==> src/rtl/blde_pkg.sv <==
// Types and codes shared by the deque unit, its cells and its checker.
package blde_pkg;

    localparam logic [2:0] CMD_PUSH_BACK  = 3'd0;
    localparam logic [2:0] CMD_PUSH_FRONT = 3'd1;
    localparam logic [2:0] CMD_POP_BACK   = 3'd2;
    localparam logic [2:0] CMD_POP_FRONT  = 3'd3;
    localparam logic [2:0] CMD_ERASE      = 3'd4;

    localparam logic [1:0] ST_OK        = 2'd0;
    localparam logic [1:0] ST_EMPTY     = 2'd1;
    localparam logic [1:0] ST_FULL      = 2'd2;
    localparam logic [1:0] ST_NOT_FOUND = 2'd3;

    typedef struct packed {
        logic [2:0]         cmd;
        logic signed [31:0] value;
    } request_t;

    typedef struct packed {
        logic [1:0] status;
        logic [4:0] count;
        logic       is_empty;
    } result_t;

    typedef enum logic [2:0] {
        MODE_HOLD,
        MODE_APPEND,
        MODE_SHIFT_IN,
        MODE_SHIFT_OUT,
        MODE_ERASE
    } cell_mode_t;

    typedef struct packed {
        cell_mode_t mode;
        logic       at_tail;
        logic       in_use;
    } cell_ctl_t;

endpackage

==> src/rtl/blde_cell.sv <==
// One storage cell of the deque: holds one entry and shifts toward either neighbor.
module blde_cell (
    input  logic                clk,
    input  blde_pkg::cell_ctl_t ctl,
    input  logic signed [31:0]  value,
    input  logic signed [31:0]  left_data,
    input  logic signed [31:0]  right_data,
    input  logic                seen_in,
    output logic signed [31:0]  data,
    output logic                seen_out
);
    import blde_pkg::*;

    logic signed [31:0] data_reg;
    logic signed [31:0] data_next;
    logic               hit;

    always_comb
    begin
        hit       = ctl.in_use && (data_reg == value);
        seen_out  = seen_in || hit;
        data_next = data_reg;
        case (ctl.mode)
            MODE_HOLD:
            begin
                data_next = data_reg;
            end
            MODE_APPEND:
            begin
                if (ctl.at_tail)
                begin
                    data_next = value;
                end
            end
            MODE_SHIFT_IN:
            begin
                data_next = left_data;
            end
            MODE_SHIFT_OUT:
            begin
                data_next = right_data;
            end
            MODE_ERASE:
            begin
                if (seen_out)
                begin
                    data_next = right_data;
                end
            end
            default:
            begin
                data_next = data_reg;
            end
        endcase
    end

    always_ff @(posedge clk)
    begin
        data_reg <= data_next;
    end

    assign data = data_reg;

endmodule

==> src/rtl/bounded_list_deque_with_erase_unit.sv <==
// Top level of the bounded deque with erase by value, built as a row of cells.
//
//  channel | direction | payload   | handshake
//  --------+-----------+-----------+--------------------------
//  in      | input     | request_t | in_valid / in_stall
//  out     | output    | result_t  | out_valid / out_stall
//
// Every request, erase included, completes as it is accepted, so one request is taken per clock while not stalled.
// The match search for an erase ripples combinationally through the row of cells.
// The result appears in the output register on the cycle after acceptance.
// Reset empties the deque at once; entry contents are left as they are.
// The input is stalled only while a finished result waits under a stall on the output.
module bounded_list_deque_with_erase_unit #(
    parameter int CAPACITY = 16
) (
    input  logic               clk,
    input  logic               rst_n,
    input  logic               in_valid,
    output logic               in_stall,
    input  blde_pkg::request_t in_data,
    output logic               out_valid,
    input  logic               out_stall,
    output blde_pkg::result_t  out_data
);
    import blde_pkg::*;

    localparam int CW = $clog2(CAPACITY + 1);

    logic [CW-1:0]      count_reg;
    logic [CW-1:0]      count_next;
    logic               out_valid_reg;
    result_t            out_data_reg;
    logic               accept;
    logic               full;
    logic               empty;
    logic               found;
    logic [1:0]         status;
    cell_mode_t         mode;
    cell_mode_t         cell_mode;
    logic signed [31:0] cell_data [CAPACITY];
    logic               seen [CAPACITY+1];

    assign in_stall = out_valid_reg && out_stall;
    assign accept   = in_valid && !in_stall;
    assign full     = (count_reg == CW'(CAPACITY));
    assign empty    = (count_reg == '0);
    assign seen[0]  = 1'b0;
    assign found    = seen[CAPACITY];

    always_comb
    begin
        mode       = MODE_HOLD;
        status     = ST_OK;
        count_next = count_reg;
        case (in_data.cmd)
            CMD_PUSH_BACK:
            begin
                if (full)
                begin
                    status = ST_FULL;
                end
                else
                begin
                    mode       = MODE_APPEND;
                    count_next = count_reg + CW'(1);
                end
            end
            CMD_PUSH_FRONT:
            begin
                if (full)
                begin
                    status = ST_FULL;
                end
                else
                begin
                    mode       = MODE_SHIFT_IN;
                    count_next = count_reg + CW'(1);
                end
            end
            CMD_POP_BACK:
            begin
                if (empty)
                begin
                    status = ST_EMPTY;
                end
                else
                begin
                    count_next = count_reg - CW'(1);
                end
            end
            CMD_POP_FRONT:
            begin
                if (empty)
                begin
                    status = ST_EMPTY;
                end
                else
                begin
                    mode       = MODE_SHIFT_OUT;
                    count_next = count_reg - CW'(1);
                end
            end
            CMD_ERASE:
            begin
                if (!found)
                begin
                    status = ST_NOT_FOUND;
                end
                else
                begin
                    mode       = MODE_ERASE;
                    count_next = count_reg - CW'(1);
                end
            end
            default:
            begin
                mode = MODE_HOLD;
            end
        endcase
    end

    assign cell_mode = accept ? mode : MODE_HOLD;

    for (genvar i = 0; i < CAPACITY; i++)
    begin : g_cell
        cell_ctl_t          ctl;
        logic signed [31:0] left_data;
        logic signed [31:0] right_data;

        assign ctl.mode    = cell_mode;
        assign ctl.at_tail = (count_reg == CW'(i));
        assign ctl.in_use  = (CW'(i) < count_reg);

        if (i == 0)
        begin : g_first
            assign left_data = in_data.value;
        end
        else
        begin : g_inner_left
            assign left_data = cell_data[i-1];
        end

        if (i == CAPACITY - 1)
        begin : g_last
            assign right_data = cell_data[i];
        end
        else
        begin : g_inner_right
            assign right_data = cell_data[i+1];
        end

        blde_cell u_cell (
            .clk        (clk),
            .ctl        (ctl),
            .value      (in_data.value),
            .left_data  (left_data),
            .right_data (right_data),
            .seen_in    (seen[i]),
            .data       (cell_data[i]),
            .seen_out   (seen[i+1])
        );
    end

    always_ff @(posedge clk or negedge rst_n)
    begin
        if (!rst_n)
        begin
            count_reg     <= '0;
            out_valid_reg <= 1'b0;
        end
        else
        begin
            if (accept)
            begin
                count_reg     <= count_next;
                out_valid_reg <= 1'b1;
            end
            else if (!out_stall)
            begin
                out_valid_reg <= 1'b0;
            end
        end
    end

    always_ff @(posedge clk)
    begin
        if (accept)
        begin
            out_data_reg.status   <= status;
            out_data_reg.count    <= 5'(count_next);
            out_data_reg.is_empty <= (count_next == '0);
        end
    end

    assign out_valid = out_valid_reg;
    assign out_data  = out_data_reg;

endmodule

==> config.mk <==
export PLATFORM = sky130hd
export DESIGN_NAME = bounded_list_deque_with_erase_unit
export DESIGN_NICKNAME = d
export VERILOG_FILES = /design/src/rtl/blde_pkg.sv /design/src/rtl/blde_cell.sv /design/src/rtl/bounded_list_deque_with_erase_unit.sv
export SDC_FILE = /design/constraint.sdc
export NUM_CORES = 1
export LEC_CHECK = 0
export ABC_AREA = 0
export BUFFER_PORTS_ARGS = -buffer_cell sky130_fd_sc_hd__buf_4
export CAP_MARGIN = 15
export CORE_ASPECT_RATIO = 1.2
export CORE_MARGIN = 3
export CORE_UTILIZATION = 40
export DETAILED_ROUTE_END_ITERATION = 10
export PLACE_DENSITY_LB_ADDON = 0.25
export SLEW_MARGIN = 20
export SYNTH_ARGS = -nofsm -noshare
export SYNTH_HDL_FRONTEND = slang
export SYNTH_SLANG_ARGS = --single-unit
==> constraint.sdc <==
create_clock -name clk -period 5.7 [get_ports clk]
set_input_delay 0 -clock clk [delete_from_list [all_inputs] [get_ports clk]]
set_output_delay 0 -clock clk [all_outputs]
set_load 0.005 [all_outputs]
==> out/summary.txt <==
status = completed
kind of critical path = flip-flop to flip-flop
hold_buf cts = 33
Post-Route Utilization = 44.99%
Synthesized Nets = 2406
dpl ws = 634.1 ps
hold_sp = in_data[13]
CP Max Fanout = 39
clock share of power = 36.2%
flop and latch count out of synthesis = 526
NetSw = 3.008 mW
IO buf count = 48
DR iter-0 viols = 2966
first-pass GRT wire length = 167300 µm
Post-DP HPWL = 91990 µm
Setup-failing EPs final = 0
count leader, synth = edfxtp_1
Num Clock Sinks = 526
number of antenna violations at the first check in global routing = 0
die extent in y = 310.3 µm
CTS Buf Count = 59
Final period util = 87.59%
largest net degree at the start of global routing = 148
Residual DRC = 0
most frequent cells after synthesis = edfxtp_1 (520), a221o_1 (449), xor2_1 (379), nor4_1 (153), xnor2_1 (134)
Synth area leaders = edfxtp_1 (51%), a221o_1 (15%), xor2_1 (11%)
Syn Area/Cell = 13.07 µm²
CP peak stage delay = 870 ps
leading area contributor after synthesis = edfxtp_1
switch share = 29.70%
Area growth, synth to finish = 10.34%
worst reg2reg path depth = 11
vias per cell = 6.766
Reg power frac = 46.1%
crit-path cells = a21oi_1, nor3_1, nand4_1, nor4_1, or4_4, o41ai_4, a21oi_4, buf_12, buf_12, nor3b_4, a221o_1
Max-slew headroom = 21.67%
CTS Root Cell = clkbuf_16
Area after DPL = 0.03193 mm²
core area = 0.07570 mm²
Pins Over Slew Limit = 0
reg2reg setup slack = 710 ps
number of global-route vias before repair = 22200
max reg flops = 512
Final ANT Viol Nets = 0
drt total wl = 120200 µm
Post-synth EDFFs = 520
worst hold stages = 2
PwrDens = 297.4 mW/mm²
DR vias = 22970
DR WL/cell = 35.43 µm
Slowest-stage cell, CP = a21oi_1
CTS max path bufs = 3
Initial Util = 40.78%
GRT Residual Overflow = 0
Hold WS = 39.32 ps
Reg clk slew, reported paths = 70 ps
post-cts resize count = 0
Synth Flop Type = edfxtp_1
nets@finish = 2384
Post-CTS Setup Inserts = 0
asr flop ratio synth = 1.141%
std cell rows = 110
crit end category = flip-flop
final RePlAce weighted congestion = 0.9898
Die W = 259.6 µm
P_leak = 11.07 nW
Hold Violations, Final = 0
fin area = 0.03406 mm²
Reg-to-Reg Start = count_reg[2]
ANT cells = 0
Internal Pwr Total = 7.121 mW
WHS Endpoint = g_cell[0].u_cell.data[13]
crit start category = flip-flop
TNS Setup = 0 ps
WP buf/inv = 2
Max IR drop VDD = 0.2394 mV
router iterations before antenna repair = 6
fmax = 0.2003 GHz
CTS tree = built
I/O pin count = 49
DIE AREA = 0.08055 mm²
Synth Cell Area = 0.03087 mm²
RSZ-0062 raised after global routing = false
critical path depth in cells = 11
clk_lat worst skew = 650 ps
Final min period = 4993 ps
Crit path max-delay family = compound AO/OA/AOI/OAI gates
H-Tree Level Count = 2
max_cap viols = 0
FILL cells = 6877
FF-to-FF End = g_cell[13].u_cell.data[25]
Final Skew = 29.38 ps
worst setup margin = 707.4 ps
Seq/Total Area, Yosys = 51.08%
crit path DAT = 5480 ps
Synth Instances = 2362
GR Util All Layers = 29.14%
CP most frequent cell = buf_12
Required @ worst endpoint = 6190 ps
layout cell share with drive strength beyond 1 = 12.99%
Worst-Margin Slew = 1170 ps
Combinational Power Share = 17.7%
Yosys warning count = 0
worst hold path class = input pin to flip-flop
synth unique cells = 60
area share of the largest cell type after synthesis = 50.59%
-- routing by layer --
metal | GRT usage, % | vias to the layer above | share of wire [%] | wire (µm)
met4 | 22.25 | 0 | 9.0 | 10840
li1 | - | 9657 | - | -
met1 | 35.74 | 11700 | 38 | 45230
met3 | 3.044 | 288 | 6.2 | 7476
met2 | 47.55 | 1320 | 47 | 56690
met5 | 0 | - | 0 | 0
-- cell type report --
type	count	area [µm²]	area share, %
clock buffers	71	1521	4.467
clock inverters	36	250.2	0.7347
inverters	5	18.77	0.05510
multi-input cells	1608	13830	40.62
flip-flops and latches	526	15770	46.29
well taps	1008	1261	3.703
repair buffers	140	1409	4.137
-- cells in the final DEF (no fill, tap or decap), types with 6 or more instances in the layout --
master / netlist / routed
xnor2_1: 134 / 134
o21ai_0: 7 / 6
buf_12: 0 / 22
and3_1: 7 / 7
nor4b_1: 12 / 12
nand4_1: 71 / 71
clkbuf_16: 0 / 59
clkbuf_1: 65 / 12
xor2_1: 379 / 379
and4_1: 6 / 6
edfxtp_1: 520 / 520
nor4_1: 153 / 153
dfrtp_1: 6 / 6
buf_4: 68 / 85
a31oi_1: 12 / 12
nor3_2: 2 / 7
a211oi_4: 0 / 7
a221o_1: 449 / 449
nand2b_1: 6 / 6
nor3b_4: 28 / 31
or3_1: 10 / 10
nor3_1: 35 / 29
nor2_1: 53 / 53
nand2_1: 36 / 36
dlygate4sd3_1: 0 / 33
clkinv_2: 0 / 12
or4_1: 6 / 6
a21oi_1: 17 / 17
mux2_2: 68 / 68
nor2b_1: 9 / 9
nand3_1: 33 / 33
nand4b_1: 17 / 17
clkinv_1: 1 / 20
-- power by group through the flow --
| stage | logic [mW] | registers [mW] | clock network, mW |
|---|---|---|---|
| 5_1_grt | 1.87 | 4.68 | 3.85 |
| 6_report | 1.80 | 4.67 | 3.67 |
| 2_1_floorplan | 1.10 | 4.67 | 0 |
| 3_5_place_dp | 1.73 | 4.74 | 0 |
| 4_1_cts | 1.76 | 4.66 | 3.71 |
| 3_3_place_gp | 1.72 | 4.73 | 0 |
-- worst max-delay path by stage --
stage	startpoint	to	slack [ps]
after detailed placement	count_reg[4]	g_cell[6].u_cell.data[17]	630
final	count_reg[2]	g_cell[13].u_cell.data[25]	710
after global routing	count_reg[4]	g_cell[1].u_cell.data[5]	670
after floorplan	count_reg[4]	g_cell[4].u_cell.data[0]	400
after global placement	count_reg[4]	g_cell[6].u_cell.data[17]	620
after CTS	count_reg[4]	g_cell[6].u_cell.data[23]	600
-- metrics by stage --
stage	total power [mW]	std cells
detailed placement	6.474	3254
finish	10.13	3394
global placement	6.449	3254
global route	10.40	3394
CTS	10.14	3394
floorplan	5.773	2362
-- kinds of logic after synthesis --
kind of cell | after synthesis | synth area share [%]
buffers and inverters | 228 | 4.625
XOR/XNOR | 513 | 14.56
AND/OR/NAND/NOR | 507 | 11.00
multiplexers | 68 | 2.481
AO/OA/AOI/OAI | 515 | 16.06
flip-flops | 526 | 51.08
adder cells (fa/ha/maj) | 5 | 0.2027
-- worst reg2reg max path, delay by kind of cell (launching register included) --
family	cells	cell delay, ps
AO/OA/AOI/OAI	4	1970
AND/OR/NAND/NOR	5	1910
flip-flops	1	530
buffers and inverters	2	430
Power figures use the tool's default switching activity.
